**src/rtl/zce_pkg.sv**
```systemverilog
// Package with the shared types and constants of the zero-crossing edge marker.
package zce_pkg;

    // Sign class of one filtered sample
    typedef enum logic [1:0] {
        CLS_ZERO = 2'd0,
        CLS_POS  = 2'd1,
        CLS_NEG  = 2'd2
    } cls_t;

    // Configuration register indexes
    localparam int CFG_IDX_BITS  = 2;
    localparam int CFG_DATA_BITS = 13;
    localparam logic [CFG_IDX_BITS-1:0] REG_FRAME_WIDTH  = 2'd0;
    localparam logic [CFG_IDX_BITS-1:0] REG_FRAME_HEIGHT = 2'd1;

    // Register widths and reset values
    localparam int FRAME_WIDTH_BITS  = 11;
    localparam int FRAME_HEIGHT_BITS = 13;
    localparam logic [FRAME_WIDTH_BITS-1:0]  FRAME_WIDTH_RST  = 11'd640;
    localparam logic [FRAME_HEIGHT_BITS-1:0] FRAME_HEIGHT_RST = 13'd480;

    // Row limits
    localparam logic [FRAME_HEIGHT_BITS-1:0] MIN_HEIGHT = 13'd3;
    localparam logic [FRAME_HEIGHT_BITS-1:0] MAX_HEIGHT = 13'd4096;
    localparam int ROW_BITS = 12;

    // Per-pixel position flags handed down the pipeline
    typedef struct packed {
        logic interior;
        logic row_end;
        logic frame_end;
    } pos_flags_t;

endpackage

```
**src/rtl/zce_pos_ctrl.sv**
```systemverilog
// Column and row counters that place each request in the frame.
module zce_pos_ctrl
    import zce_pkg::*;
#(
    parameter int MAX_WIDTH = 1024
) (
    input  logic                               clk,
    input  logic                               rst_n,
    input  logic                               advance,
    input  logic [$clog2(MAX_WIDTH+1)-1:0]     eff_width,
    input  logic [FRAME_HEIGHT_BITS-1:0]       eff_height,
    output logic [$clog2(MAX_WIDTH)-1:0]       col,
    output pos_flags_t                         flags
);
    localparam int CW = $clog2(MAX_WIDTH);
    localparam int WW = $clog2(MAX_WIDTH + 1);

    logic [CW-1:0]       col_reg, col_next;
    logic [ROW_BITS-1:0] row_reg, row_next;

    logic                         col_wrap;
    logic [FRAME_HEIGHT_BITS-1:0] row_pre;
    logic [ROW_BITS-1:0]          row_cur;
    logic [CW-1:0]                col_cur;
    logic [WW-1:0]                col_inc;
    logic [FRAME_HEIGHT_BITS-1:0] row_inc;
    logic                         row_last;

    // Wrap counters that stand at or past a bound lowered by a register write
    always_comb
    begin
        col_wrap = (WW'(col_reg) >= eff_width);
        col_cur  = col_wrap ? '0 : col_reg;
        row_pre  = FRAME_HEIGHT_BITS'(row_reg) + (col_wrap ? 13'd1 : 13'd0);
        row_cur  = (row_pre >= eff_height) ? '0 : row_pre[ROW_BITS-1:0];
    end

    // Position flags and next counter values
    always_comb
    begin
        col_inc  = WW'(col_cur) + WW'(1);
        row_inc  = FRAME_HEIGHT_BITS'(row_cur) + 13'd1;
        row_last = (row_inc >= eff_height);

        flags.interior  = (row_cur >= ROW_BITS'(2)) && (col_cur >= CW'(2));
        flags.row_end   = (col_inc >= eff_width);
        flags.frame_end = flags.row_end && row_last;
        col             = col_cur;

        if (flags.row_end)
        begin
            col_next = '0;
            row_next = row_last ? '0 : row_inc[ROW_BITS-1:0];
        end
        else
        begin
            col_next = col_inc[CW-1:0];
            row_next = row_cur;
        end
    end

    // Advance counters on each accepted request
    always_ff @(posedge clk or negedge rst_n)
    begin
        if (!rst_n)
        begin
            col_reg <= '0;
            row_reg <= '0;
        end
        else if (advance)
        begin
            col_reg <= col_next;
            row_reg <= row_next;
        end
    end
endmodule

```
**config.mk**
```make
export PLATFORM = sky130hd
export DESIGN_NAME = zce_pos_ctrl
export DESIGN_NICKNAME = d
export VERILOG_FILES = /design/src/rtl/zce_pkg.sv /design/src/rtl/zce_pos_ctrl.sv
export SDC_FILE = /design/constraint.sdc
export NUM_CORES = 1
export LEC_CHECK = 0
export BUFFER_PORTS_ARGS = -buffer_cell sky130_fd_sc_hd__buf_2
export CORE_UTILIZATION = 45
export CTS_CLUSTER_SIZE = 16
export DETAILED_ROUTE_END_ITERATION = 10
export PLACE_DENSITY = 0.75
export SYNTH_ARGS = -nofsm -noshare
export SYNTH_HDL_FRONTEND = slang
export SYNTH_SLANG_ARGS = --single-unit
```
**constraint.sdc**
```tcl
create_clock -name clk -period 19.6 [get_ports clk]
set_clock_uncertainty 0.05 [all_clocks]
set_input_delay 1.96 -clock clk [delete_from_list [all_inputs] [get_ports clk]]
set_output_delay 1.96 -clock clk [all_outputs]
set_load 0.02 [all_outputs]
```
After elaboration in Yosys (flattened, before gate mapping). Index checks and enable logic that the tools add are counted.

Flip-flop bits (word level): 22. Word-level logic and storage cells: 19.

Add/subtract/negate cells: 3. $lt $le $gt $ge: 6. Muxes and demuxes: 6. Reductions and logical operators: 2.

Operator list (number): 12-bit two-way mux (3); 13-bit greater-or-equal comparator (2); 10-bit two-way mux (2); 12-bit by 1-bit adder with 13-bit output (1); 12-bit by 1-bit adder with 13-bit output (second input constant) (1); 12-bit by 2-bit greater-or-equal comparator with 1-bit output (second input constant) (1); 10-bit by 1-bit adder with 11-bit output (second input constant) (1); 10-bit by 11-bit greater-or-equal comparator with 1-bit output (1); 11-bit greater-or-equal comparator (1); 10-bit by 2-bit greater-or-equal comparator with 1-bit output (second input constant) (1); 1-bit logical AND (2); 1-bit two-way mux (1).

Logic depth before layout (Yosys ltp).
Depth in word-level cells: 9. Gate-level depth with buffers: 32.

Worst setup path before layout. Ideal clock, no wire load.

Path kind: input-to-output. From: input eff_width[2]. To: output flags[0] (netlist name). Data arrival time: 7.830 ns. Path slack: 9.760 ns. Stages on the path: 28. Cells stage by stage: inv_1 ha_1 nand2_1 o21ai_0 nand3_1 a31oi_1 nor2_1 inv_1 clkbuf_1 buf_1 ha_1 ha_1 nand3_4 or4_2 nand2_1 ha_1 nand4_1 o41ai_2 buf_6 inv_1 and2_1 ha_1 inv_1 ha_1 a2111o_1 a221oi_1 o21ai_0 and2_1.

RTL lines: from (decl) (RTL line zce_pos_ctrl.sv:10) `input logic [$clog2(MAX_WIDTH+1)-1:0] eff_width,`; to (decl) (RTL line zce_pos_ctrl.sv:13) `output pos_flags_t flags`.

==> results_dict.tcl <==
set metrics [dict create \
    power_density_nw_per_um2 116 \
    critPathMaxFanout 22 \
    antenna_found_initial 0 \
    die_y_um 83.6 \
    dieWidth_um 83.6 \
    hold_class "reg2reg" \
    cts_tree "yes" \
    holdWs_ns 0.494 \
    ios 40 \
    ant_nets 0 \
    slowest_stage "or4_2" \
    cts-root-buf "clkbuf_8" \
    holdPathStages 2 \
    irDropWorstVdd_mv 0.0563 \
    viasPerCell 5.84 \
    avgRoutedWirePerCell_um 14.7 \
    r2r_cells 29 \
    worstSetupEndpointType "primary output" \
    clk_latency_ns 0.26 \
    yosysTopAreaCellShare 0.217 \
    wl_um 7290 \
    ys_types 63 \
    r2r_slack_ns 11.75 \
    syn_avg_cell_area_sq_um 7.71 \
    nets 501 \
    preCtsSetupSlack_ns 8.80 \
    post-place-cells 494 \
    worstSetupStartpointType "primary input" \
    syn_nets 468 \
    numCtsBuffers 3 \
    ys_seq_area_frac 0.184 \
    cts_resized 0 \
    worstHoldStart "row_reg[0]" \
    critical_path_required_ns 17.59 \
    power.total_uw 380 \
    layout_common_cells "ha_1, inv_1, nor2_1, buf_2, nand2_1" \
    grt_pass1_wl_um 12700 \
    final_area_sq_um 3270 \
    setup_viol 0 \
    initial_utilization 0.469 \
    grt_overflow 0 \
    dpl-instance-area_sq_um 3230 \
    cts.sinks 22 \
    clk_pin_slew_worst_paths_ns 0.08 \
    r2r_start "col_reg[0]" \
    max_cap_violations 0 \
    drive_above_1_share 0.136 \
    cpPeakStageDelay_ns 0.68 \
    final_common_cell "ha_1" \
    utilization 0.512 \
    stdcell_count 497 \
    worst_pin_slew_ns 0.779 \
    route.vias.total 2904 \
    htreeDepth 1 \
    dieArea_sq_um 6990 \
    antenna_cells 0 \
    coreArea_sq_um 6390 \
    gp_congestion 0.873 \
    cp_common_cell "ha_1" \
    synth_cells 389 \
    synth_area_leader_cell "ha_1" \
    ctsHoldBuffers 0 \
    finalCritPeriodShare 0.551 \
    first_iter_violations 101 \
    timing.rr.end "row_reg[7]" \
    dr.pass1.iters 5 \
    yosys_warnings 0 \
    drc 0 \
    final_hold_viol_count 0 \
    cts_setup_buffers 0 \
    grt_pass1_vias 2799 \
    max_freq_mhz 92.5 \
    grt_max_degree 26 \
    crit_type "in2out" \
    grt_usage 0.219 \
    ys_ff_latch 22 \
    hold_end "row_reg[0]" \
    portBuffers 39 \
    synth_flop_cell "dfrtp_1" \
    cp.arrival_ns 8.80 \
    setup-tns-final_ns 0 \
    finalMaxSlewViolations 0 \
    async_flop_share 1.00 \
    leakage_nw 1.66 \
    fin_crit_ns 10.81 \
    slew_headroom 0.475 \
    status "finished, final reports clean" \
    rsz0062_at_grt "false" \
    netlist_area_sq_um 3000 \
    clk_path_buf_depth 2 \
    synth_edf_count 0 \
    dpl.hpwl_um 5810 \
    ys_top_cells_by_area "ha_1, dfrtp_1, inv_1" \
    synthToLayoutAreaGrowth_pct 8.97 \
    largest_reg_flops 12 \
    fin_ws_ns 8.79 \
    row_count 29 \
]
routing by layer:
metal | GRT usage | vias to the layer above | share of wire
li1 | - | 1469 | -
met1 | 0.290 | 1336 | 0.47
met2 | 0.370 | 82 | 0.46
met3 | 0.0168 | 17 | 0.042
met4 | 0.0847 | 0 | 0.027
met5 | 0 | - | 0
critical path, delay by kind of cell:
family / cells / cell delay [ns]
compound gates: 9 / 1.86
fa+ha+maj: 6 / 1.90
buf+inv: 6 / 1.04
simple gates: 8 / 2.02
worst max path at each step:
stage / startpoint / to / slack [ns] / cells past startpoint
2_1_floorplan: eff_width[2] / flags[0] / 9.76 / 28
6_report: eff_width[2] / flags[0] / 8.79 / 29
3_5_place_dp: eff_width[2] / flags[0] / 8.80 / 29
4_1_cts: eff_width[2] / flags[0] / 8.77 / 29
5_1_grt: eff_width[2] / flags[0] / 8.30 / 29
3_3_place_gp: eff_width[2] / flags[0] / 9.03 / 29
layout make-up:
| type | count | area, sq um |
|---|---|---|
| sequential | 22 | 551 |
| inverter | 44 | 165 |
| tap | 77 | 96.3 |
| multi-input combinational | 311 | 2210 |
| clock buffer | 3 | 41.3 |
| timing repair buffer | 40 | 203 |
| fill | 645 | 3120 |
synthesized netlist by cell type, types with 3 or more instances:
cell      instances
nand3_1          14
a221oi_1          4
nand4_1           9
nor4_1            3
nand2b_1          5
nand2_1          30
buf_4             3
or3_1             4
o21ai_0          13
xnor2_1          10
nor3_1           10
ha_1             52
o22ai_1           3
and2_1            8
a21o_1            6
clkbuf_1          6
a21oi_1          22
dfrtp_1          22
nor2b_1           3
or4_1             5
and3_1            3
a31oi_1          13
nor2_1           43
nor3b_1           3
xor2_1            9
inv_1            43
logic make-up (layout without fill, tap and decap cells):
kind of cell / count (synthesis) / count (layout) / synth area share
AO/OA/AOI/OAI: 88 / 88 / 0.201
flip-flops: 22 / 22 / 0.184
AND/OR/NAND/NOR: 150 / 150 / 0.257
adder cells (fa/ha/maj): 52 / 52 / 0.217
XOR/XNOR: 19 / 19 / 0.0555
multiplexers: 2 / 2 / 0.00668
buffers and inverters: 56 / 87 / 0.0789
where the power goes:
| part | internal [mW] | leakage [nW] | switching, mW | total [mW] |
|---|---|---|---|---|
| Clock | 0.0137 | 0.0216 | 0.0149 | 0.0286 |
| Sequential | 0.0626 | 0.270 | 0.0274 | 0.0899 |
| Combinational | 0.106 | 1.37 | 0.155 | 0.261 |
(Power assumes the default switching activity.)
