[src/rtl/zce_pkg.sv]
// Package with the shared types and constants of the zero-crossing edge marker.
package zce_pkg;

    // Sign class of one filtered sample
    typedef enum logic [1:0] {
        CLS_ZERO = 2'd0,
        CLS_POS  = 2'd1,
        CLS_NEG  = 2'd2
    } cls_t;

    // Configuration register indexes
    localparam int CFG_IDX_BITS  = 2;
    localparam int CFG_DATA_BITS = 13;
    localparam logic [CFG_IDX_BITS-1:0] REG_FRAME_WIDTH  = 2'd0;
    localparam logic [CFG_IDX_BITS-1:0] REG_FRAME_HEIGHT = 2'd1;

    // Register widths and reset values
    localparam int FRAME_WIDTH_BITS  = 11;
    localparam int FRAME_HEIGHT_BITS = 13;
    localparam logic [FRAME_WIDTH_BITS-1:0]  FRAME_WIDTH_RST  = 11'd640;
    localparam logic [FRAME_HEIGHT_BITS-1:0] FRAME_HEIGHT_RST = 13'd480;

    // Row limits
    localparam logic [FRAME_HEIGHT_BITS-1:0] MIN_HEIGHT = 13'd3;
    localparam logic [FRAME_HEIGHT_BITS-1:0] MAX_HEIGHT = 13'd4096;
    localparam int ROW_BITS = 12;

    // Per-pixel position flags handed down the pipeline
    typedef struct packed {
        logic interior;
        logic row_end;
        logic frame_end;
    } pos_flags_t;

endpackage

[src/rtl/zce_window.sv]
// Diagonal window of sign classes and the zero-crossing decision.
module zce_window
    import zce_pkg::*;
(
    input  logic clk,
    input  logic rst_n,
    input  logic shift,
    input  cls_t top,
    input  cls_t cur,
    output logic edge_res
);
    // Upper and lower rows at columns c-1 and c-2
    cls_t up1_reg, low1_reg, up2_reg, low2_reg;
    cls_t diag [4];
    logic neg, pos;

    // Shift the window by one column
    always_ff @(posedge clk or negedge rst_n)
    begin
        if (!rst_n)
        begin
            up1_reg  <= CLS_ZERO;
            low1_reg <= CLS_ZERO;
            up2_reg  <= CLS_ZERO;
            low2_reg <= CLS_ZERO;
        end
        else if (shift)
        begin
            up2_reg  <= up1_reg;
            low2_reg <= low1_reg;
            up1_reg  <= top;
            low1_reg <= cur;
        end
    end

    // Look for both a negative and a positive among the diagonal neighbors
    always_comb
    begin
        diag[0] = up2_reg;
        diag[1] = low2_reg;
        diag[2] = top;
        diag[3] = cur;
        neg = 1'b0;
        pos = 1'b0;
        for (int i = 0; i < 4; i++)
        begin
            case (diag[i])
                CLS_NEG: neg = 1'b1;
                CLS_POS: pos = 1'b1;
                default: ;
            endcase
        end
        edge_res = neg && pos;
    end
endmodule

[config.mk]
export PLATFORM = sky130hd
export DESIGN_NAME = zce_window
export DESIGN_NICKNAME = d
export VERILOG_FILES = /design/src/rtl/zce_pkg.sv /design/src/rtl/zce_window.sv
export SDC_FILE = /design/constraint.sdc
export NUM_CORES = 1
export LEC_CHECK = 0
export BUFFER_PORTS_ARGS = -buffer_cell sky130_fd_sc_hd__buf_2
export CELL_PAD_IN_SITES_DETAIL_PLACEMENT = 0
export CELL_PAD_IN_SITES_GLOBAL_PLACEMENT = 1
export CORE_AREA = 2 2 39 41
export CTS_CLUSTER_SIZE = 28
export DETAILED_ROUTE_END_ITERATION = 10
export DIE_AREA = 0 0 41 43
export GPL_TIMING_DRIVEN = 1
export PLACE_DENSITY_LB_ADDON = 0.1
export SYNTH_ARGS = -nofsm -noshare
export SYNTH_HDL_FRONTEND = slang
export SYNTH_SLANG_ARGS = --single-unit
[constraint.sdc]
create_clock -name clk -period 1.34 [get_ports clk]
set_input_delay 0 -clock clk [delete_from_list [all_inputs] [get_ports clk]]
set_output_delay 0 -clock clk [all_outputs]
set_load 0.02 [all_outputs]
Word level (Yosys, flattened, before mapping)
Index checks and enable logic that the tools add are counted.

word-level totals
  bits in registers = 8
  memories kept = 0
  ROM bits = 0
  bits in latches = 0
  memory bits (writable) = 0
  output and inout bits = 1
  input bits = 7
  logic and storage cells = 21

cells by class
  mux-type cells = 8
  magnitude comparators = 0
  shift operators = 0
  multipliers = 0
  equality and inequality tests = 8
  reductions and logical operators = 1
  div/mod/pow operators = 0
  add/sub/neg operators = 0
  bitwise gates (word level) = 0

operators with widths
  cell                                                              count
  2-bit by 1-bit == test with 1-bit output (second input constant)  4
  2-bit == test (second input constant)                             4
  1-bit two-way mux                                                 8
  1-bit logical AND                                                 1

Depth between registers and ports, before layout
Gate-level depths: netlist (run 1).

  word-level depth = 6
  depth in mapped cells = 3
  gate-level depth less buffers = 3

Worst setup path before layout (run 1)
OpenSTA, ideal clock, no wires.

  path type = reg-to-output
  start = register up2_reg[1]
  end = output edge_res
  data arrival time = 0.992 ns
  data required time = 1.340 ns
  stages on the path, launching flop included = 4
  buffers on the path = 0
  path slack = 0.348 ns
  cells stage by stage = dfrtp_1 or2b_1 nand3_1 a221o_1

on the way
  word-level cells in the longest chain between the ends = 6
  elaborated cells between the ends (all ways) = 11
  classes of those cells = 2 x eq/ne; 8 x mux; 1 x reduce/logical

RTL lines
  element                                                                           line              text
  start: declaration                                                                zce_window.sv:13  cls_t up1_reg, low1_reg, up2_reg, low2_reg;
  start signal: assignment                                                          zce_window.sv:29  up2_reg <= up1_reg;
  2-bit == test / 2-bit by 1-bit == test with 1-bit output (equally long branches)  zce_window.sv:47  case (diag[i])
  1-bit two-way mux (4 in a row)                                                    zce_window.sv:47
  1-bit logical AND *                                                               zce_window.sv:53  edge_res = neg && pos;
  end: declaration                                                                  zce_window.sv:10  output logic edge_res

Every way passes the cells marked *; elsewhere a longest branch is shown, timed or not.

Worst setup path in the final report (run 1)
Ends and elaborated chain as after synthesis.

==> metrics.yaml, run 1 <==
avgSynthCellArea_sq_um: 11.9
drt-initial-drc-count: 0
rsz0062_at_grt: "true"
fp.dieArea_sq_um: 1760
synth_top_area_share_pct: 52.5
hold_path.class: "in2reg"
async_reset_ff_share_pct: 100
final_util_pct: 36.2
dr.pass1.iters: 1
yosysMostFrequentCell: "dfrtp_1"
viasPerCell: 4.45
clock-sinks: 8
synth_cells: 32
clock_latency_ns: 0.25
critPathMaxStageDelay_ns: 0.37
syn_area_sq_um: 382
setup_violations: 0
gr-total-overflow: 0
synth_top_family_by_area: "multiplexers"
coreArea_sq_um: 1380
required_ns: 1.34
yosys-top-cells-area: "dfrtp_1 (52%), mux2_2 (15%), mux2_1 (5.9%)"
grt.total_usage_pct: 11.0
irDropWorstVdd_uv: 453
ys_ff_latch: 8
finalMaxSlewViolations: 0
nFillCells: 144
syn-num-nets: 39
vias: 267
synth_edf_count: 0
first_global_vias: 297
nets: 53
cts_buffers: 3
synth-xor-area-share_pct: 0
gp_congestion: 0.604
clockPowerShare_pct: 30.5
initial_utilization_pct: 27.6
htreeDepth: 1
p_total_w: 0.000605
p_seq_share_pct: 47.7
synth_top_cell_by_area: "dfrtp_1"
cp-start-kind: "register"
path_max_fanout: 2
fp.dieW_um: 41
period_needed_ns: 1.31
leakage_nw: 0.230
path_cells: "or2b_1 -> nand3_1 -> a221o_1 -> buf_6"
synth_common_cells: "dfrtp_1 (8), mux2_2 (5), nand2b_1 (3), nand3_1 (3)"
power_per_cell_area_nw_per_um2: 1210
cp-end-kind: "output pin"
skew_ns: 0.000155
pre_cts_slack_ns: 0.275
sw_frac_of_total_pct: 25.3
hold_violations: 0
ys.flop_type: "dfrtp_1"
cp.arrival_ns: 1.31
synth_fa_ha_area_share_pct: 0
drc: 0
path_clk_slew_ns: 0.05
n_antenna_cell: 0
max_cap_violations: 0
synth_compound_area_share_pct: 5.25
relSlewSlack_pct: 87.6
synth_seq_area_share_pct: 52.5
worst_slack_ns: 0.0317
timing.final.crit_share_pct: 97.6
cts_tree: "done"
synth.distinct_cells: 14
wirelength_um: 660
grt_pass1_wl_um: 1270
hpwl_um: 498
synthMuxAreaShare_pct: 20.7
yosys.area_share.simple_pct: 19.3
fmax_mhz: 764
ctsRootBufferMaster: "clkbuf_4"
clk_path_buf_depth: 2
run_status: "finished, final reports clean"
io_buffers: 7
power.switching_w: 0.000153
worstSetupPathType: "reg2out"
p_int_w: 0.000452
slowest_stage: "dfrtp_1"
yosys_warnings: 0
combPwrFrac_pct: 21.9
grt_antenna_before_repair: 0
postRouteAntennaNets: 0
io_pins: 8
tightest_slew_ns: 0.186
num_rows: 14
tns_ns: 0
final_layout_size_suffix_gt1_share_pct: 45.5
die_h_um: 43
syn2layout_area_growth_pct: 31.1
routedWlPerCell_um: 11.0
grt_max_degree: 10
timing repair:
action,CTS,global route
setup endpoints to repair,1,1
buffers inserted,1,0
hold buffers,2,0
resized for setup,1,3
hold endpoints to repair,9,0
pin swaps,0,1
worst paths after layout:
check	from	endpoint	slack, ns	cells after the start
max	up2_reg[1]$_DFFE_PN0P_	edge_res	0.03	4
min	cur[1]	low1_reg[1]$_DFFE_PN0P_	0.007	2
max reg2reg	up2_reg[1]$_DFFE_PN0P_	up2_reg[1]$_DFFE_PN0P_	0.48	2
min reg2reg	low1_reg[1]$_DFFE_PN0P_	low1_reg[1]$_DFFE_PN0P_	0.48	1
max in group asynchronous	rst_n	low1_reg[1]$_DFFE_PN0P_	1.07	2
min in group asynchronous	rst_n	low2_reg[0]$_DFFE_PN0P_	0.11	2
power groups by stage:
stage / Sequential (W) / Combinational [W] / Clock [W]
detailed placement: 0.000291 / 0.000106 / 0
global route: 0.000293 / 0.000149 / 0.000202
CTS: 0.000285 / 0.000122 / 0.000191
global placement: 0.000289 / 0.000103 / 0
finish: 0.000288 / 0.000132 / 0.000184
floorplan: 0.000286 / 0.0000760 / 0
metal layers:
metal / wire [um] / GRT usage [%] / up-vias
met5: 0 / 0 / -
met4: 10 / 10.0 / 0
met3: 20 / 1.57 / 2
met2: 336 / 14.4 / 3
met1: 294 / 14.9 / 129
li1: - / - / 133
cell type report:
cell class	count	area, sq um	share of cell area (%)
Clock buffer	3	22.5	4.50
Inverter	1	3.75	0.750
Multi-Input combinational cell	22	185	37.0
Sequential cell	8	200	40.0
Tap cell	16	20.0	4.00
Timing Repair Buffer	10	68.8	13.8
critical path: cells and delay by family (launching register included):
family          cells  cell delay [ns]
flops               1             0.37
buf+inv             1             0.13
simple gates        2             0.21
compound gates      1             0.35
cells in the final DEF, fill, tap and decap left out:
cell type / instances
buf_6: 1
inv_1: 1
nand3_2: 1
a21oi_1: 1
nand3_1: 2
dfrtp_1: 8
or2b_1: 2
clkbuf_4: 3
nand2b_4: 1
mux2_1: 2
a221o_1: 1
nand2b_2: 2
mux2_2: 5
nand2b_1: 2
buf_4: 1
buf_2: 6
nand2_1: 1
dlygate4sd3_1: 2
o21ai_0: 1
nor2_1: 1
cells by family (layout without fill, tap and decap cells):
family | count (synthesis) | in the layout
multiplexers | 7 | 7
buffers and inverters | 2 | 14
AO/OA/AOI/OAI | 3 | 3
AND/OR/NAND/NOR | 12 | 12
flip-flops | 8 | 8
per-stage QoR:
step	hold WS (ns)	cells	area (sq um)
final	0.00712	60	500
after global routing	0.0247	60	500
after CTS	0.00454	60	484
after detailed placement	-0.149	54	432
after global placement	-0.154	54	432
after floorplan	-0.296	32	382
Note: power is estimated with default switching activity, not from simulation.
==> run 2: changes to the inputs <==
==> constraint.sdc (replaced) <==
create_clock -name clk -period 1.34 [get_ports clk]
set_input_delay 0.268 -clock clk [delete_from_list [all_inputs] [get_ports clk]]
set_output_delay 0.268 -clock clk [all_outputs]
set_load 0.02 [all_outputs]
==> metrics.yaml, run 2 (synthesis results as in run 1) <==
viasPerCell: 4.47
cts_buffers: 3
rsz0062_at_grt: "true"
drt-initial-drc-count: 2
hold_end: "up1_reg[0]$_DFFE_PN0P_"
n_antenna_cell: 0
grt_max_degree: 10
required_ns: 1.07
clock_latency_ns: 0.24
leakage_nw: 0.220
path_max_fanout: 3
final_common_cell: "dfrtp_1"
initial_utilization_pct: 27.6
p_total_w: 0.000583
coreArea_sq_um: 1380
routedWlPerCell_um: 10.1
reg2reg_to: "up2_reg[1]$_DFFE_PN0P_"
reg2reg_depth: 2
max_cap_violations: 0
relSlewSlack_pct: 87.4
skew_ns: 0.000156
clk_path_buf_depth: 2
power_per_cell_area_nw_per_um2: 1210
r2r-start: "up2_reg[1]$_DFFE_PN0P_"
vias: 264
final_util_pct: 34.9
pre_cts_slack_ns: -0.0321
tns_ns: -0.208
setup_violations: 1
ff2ff_setup_slack_ns: 0.47
hold_path.class: "in2reg"
hpwl_um: 508
hold_violations: 0
cts_tree: "done"
fp.dieArea_sq_um: 1760
cp.arrival_ns: 1.28
grt.total_usage_pct: 10.5
cp-end-kind: "output pin"
slowest_stage: "dfrtp_1"
clock-sinks: 8
critPathMaxStageDelay_ns: 0.37
fp.dieW_um: 41
num_rows: 14
final_layout_size_suffix_gt1_share_pct: 44.2
io_buffers: 7
fmax_mhz: 646
hold_path_startpoint: "top[0]"
ctsRootBufferMaster: "clkbuf_4"
io_pins: 8
worstSetupPathType: "reg2out"
grt_pass1_wl_um: 1200
whs_path_depth: 2
drc: 0
post_cts_buffers: 0
finalMaxSlewViolations: 0
timing.final.crit_share_pct: 116
path_clk_slew_ns: 0.05
tightest_slew_ns: 0.189
final_cell_mix: "dfrtp_1 (8), buf_2 (6), mux2_2 (5), nand2b_1 (3), clkbuf_4 (3)"
wirelength_um: 598
path_cells: "nand2b_1 -> nand3_1 -> a221o_1 -> buf_6"
violations: "negative setup slack"
nets: 52
cp-start-kind: "register"
first_global_vias: 281
htreeDepth: 1
dr.pass1.iters: 2
run_status: "finished with violations"
holdWs_ns: 0.268
period_needed_ns: 1.55
gr-total-overflow: 0
die_h_um: 43
worst_slack_ns: -0.208
syn2layout_area_growth_pct: 26.6
gp_congestion: 0.585
grt_antenna_before_repair: 0
irDropWorstVdd_uv: 587
postRouteAntennaNets: 0
[run 2: area by class of cell]
| cell class | count | area (sq um) |
|---|---|---|
| Fill cell | 152 | 901 |
| Sequential cell | 8 | 200 |
| Timing Repair Buffer | 9 | 58.8 |
| Inverter | 1 | 3.75 |
| Tap cell | 16 | 20.0 |
| Clock buffer | 3 | 22.5 |
| Multi-Input combinational cell | 22 | 178 |
[run 2: metal layers]
layer	share of wire, %	GRT usage, %
met1	46	15.1
met2	51	12.5
met3	2.5	3.14
met4	0	8.00
met5	0	0
[run 2: how the worst max path moves through the flow]
stage	slack (ns)	startpoint	end	depth (start not counted)
CTS	-0.23	up2_reg[1]$_DFFE_PN0P_	edge_res	4
detailed placement	-0.03	top[0]	edge_res	5
global route	-0.29	low2_reg[0]$_DFFE_PN0P_	edge_res	4
floorplan	0.08	up2_reg[1]$_DFFE_PN0P_	edge_res	3
finish	-0.21	low2_reg[0]$_DFFE_PN0P_	edge_res	4
global placement	0.000009	top[0]	edge_res	5
[run 2: critical path: cells and delay by family (launching register included)]
| kind | cells | cell delay [ns] |
|---|---|---|
| and+or+nand+nor | 2 | 0.21 |
| AOI/OAI and AO/OA | 1 | 0.33 |
| buffers and inverters | 1 | 0.13 |
| DFF | 1 | 0.37 |
[run 2: metrics by stage]
stage          instance area, sq um  cells
2_1_floorplan                   382     32
3_3_place_gp                    439     55
3_5_place_dp                    439     55
4_1_cts                         478     59
5_1_grt                         483     59
6_report                        483     59
[run 2: power breakdown]
group | internal, W | switching, W | total [W]
combinational | 0.0000716 | 0.0000536 | 0.000125
clock | 0.000102 | 0.0000701 | 0.000172
sequential | 0.000271 | 0.0000144 | 0.000286
[run 2: repair_timing]
item,in CTS,in global routing
hold endpoints to repair,8,0
gates resized for setup,2,1
setup endpoints to repair,1,1
pin swaps,2,0
hold buffers,1,0
==> run 3: changes to the inputs <==
--- a/config.mk
+++ b/config.mk
@@ -8,10 +8,10 @@
 export BUFFER_PORTS_ARGS = -buffer_cell sky130_fd_sc_hd__buf_2
 export CELL_PAD_IN_SITES_DETAIL_PLACEMENT = 0
 export CELL_PAD_IN_SITES_GLOBAL_PLACEMENT = 1
-export CORE_AREA = 2 2 39 41
+export CORE_AREA = 10 10 47 49
 export CTS_CLUSTER_SIZE = 28
 export DETAILED_ROUTE_END_ITERATION = 10
-export DIE_AREA = 0 0 41 43
+export DIE_AREA = 0 0 57 59
 export GPL_TIMING_DRIVEN = 1
 export PLACE_DENSITY_LB_ADDON = 0.1
 export SYNTH_ARGS = -nofsm -noshare
==> metrics.yaml, run 3 (synthesis results as in run 1) <==
irDropWorstVdd_uv: 330
ctsRootBufferMaster: "clkbuf_4"
routedWlPerCell_um: 11.9
final_cell_mix: "dfrtp_1 (8), buf_2 (6), mux2_2 (5)"
dr.pass1.iters: 2
coreArea_sq_um: 1400
relSlewSlack_pct: 87.9
run_status: "finished with violations"
path_cells: "or2b_1 -> nand3_1 -> a221o_1 -> buf_6"
seq_area_sq_um: 200
multi_input_area_sq_um: 173
clockPowerShare_pct: 31.0
skew_ns: 0.0000680
cts_buffers: 3
fin_area_sq_um: 485
nFillCells: 164
final_util_pct: 34.6
sw_frac_of_total_pct: 25.2
path_clk_slew_ns: 0.05
io_buffers: 7
gr-total-overflow: 0
hold_violations: 0
tns_ns: -0.248
timing.final.crit_share_pct: 118
final_common_cell: "dfrtp_1"
r2r-start: "up2_reg[1]$_DFFE_PN0P_"
p_total_w: 0.000597
io_pins: 8
viasPerCell: 4.53
leakage_nw: 0.222
p_int_w: 0.000446
tightest_slew_ns: 0.181
combPwrFrac_pct: 21.0
hold_path_startpoint: "cur[1]"
setup_violations: 1
cts_tree: "done"
path_max_fanout: 2
first_global_vias: 330
clock-sinks: 8
finalMaxSlewViolations: 0
postRouteAntennaNets: 0
num_rows: 14
hold_path.class: "in2reg"
power.switching_w: 0.000151
critPathMaxStageDelay_ns: 0.38
period_needed_ns: 1.59
die_h_um: 59
gp_congestion: 0.652
grt_max_degree: 10
worst_slack_ns: -0.248
crit_path_start: "up2_reg[1]$_DFFE_PN0P_"
clk_path_buf_depth: 2
fp.dieW_um: 57
grt.total_usage_pct: 5.34
vias: 272
cp-start-kind: "register"
place_area_sq_um: 439
violations: "negative setup slack"
drc: 0
p_seq_share_pct: 48.0
htreeDepth: 1
worstSetupPathType: "reg2out"
fmax_mhz: 630
grt_pass1_wl_um: 1370
fp.dieArea_sq_um: 3360
clock_latency_ns: 0.25
drt-initial-drc-count: 3
required_ns: 1.07
nets: 53
rsz0062_at_grt: "true"
n_antenna_cell: 0
grt_antenna_before_repair: 0
syn2layout_area_growth_pct: 27.2
cp-end-kind: "output pin"
cp.arrival_ns: 1.32
power_per_cell_area_nw_per_um2: 1230
initial_utilization_pct: 27.2
final_layout_size_suffix_gt1_share_pct: 43.2
wirelength_um: 716
slowest_stage: "dfrtp_1"
max_cap_violations: 0
-- run 3: cell types whose count changed in the layout (fill, tap and decap cells not counted) --
cell | previous run | this run
nand3_1 | 2 | 3
buf_4 | 1 | 2
nand3_2 | 1 | 0
-- run 3: path summary, 6_finish.rpt --
kind	end	slack [ns]	depth (start not counted)
max in group asynchronous	low2_reg[0]$_DFFE_PN0P_	0.80	2
worst max-delay path	edge_res	-0.25	4
min in group asynchronous	up2_reg[1]$_DFFE_PN0P_	0.38	2
worst min register to register	up2_reg[0]$_DFFE_PN0P_	0.48	2
worst min-delay path	low1_reg[1]$_DFFE_PN0P_	0.27	2
worst max register to register	up2_reg[1]$_DFFE_PN0P_	0.46	2
-- run 3: power by group through the flow --
stage	Sequential, W	Clock, W	Combinational (W)
after floorplan	0.000286	0	0.0000760
after global placement	0.000290	0	0.000105
after detailed placement	0.000292	0	0.000109
after CTS	0.000286	0.000195	0.000129
after global routing	0.000291	0.000205	0.000142
final	0.000286	0.000185	0.000126
-- run 3: layout make-up --
cell class                      count  area share, %
Clock buffer                        3           4.64
Multi-Input combinational cell     22           35.6
Inverter                            1          0.773
Sequential cell                     8           41.2
Tap cell                           16           4.12
Timing Repair Buffer               10           13.7
-- run 3: through the flow --
step	setup slack, ns	cells	hold WS [ns]
final	-0.248	60	0.268
after global routing	-0.330	60	0.271
after CTS	-0.260	60	0.260
after detailed placement	-0.0452	55	0.118
after global placement	-0.0132	55	0.114
after floorplan	0.0795	32	-0.0276
-- run 3: layer usage --
layer,routed length [um],up-vias,global-route usage (%)
met5,0,-,0
met4,15,0,6.04
met3,36,2,2.15
met2,336,7,7.75
met1,328,129,5.41
li1,-,134,-
-- run 3: worst max-delay path: cells and delay by family (launching register included) --
kind	cells	cell delay, ns
buf+inv	1	0.13
simple gates	2	0.23
flops	1	0.38
compound gates	1	0.33
-- run 3: what timing repair did --
item,in CTS,in global routing
pin swaps,2,0
endpoints found under the setup margin,1,1
buffers inserted,1,0
hold buffers,1,0
gates resized for setup,2,0
gates cloned,0,0
endpoints found under the hold margin,8,0
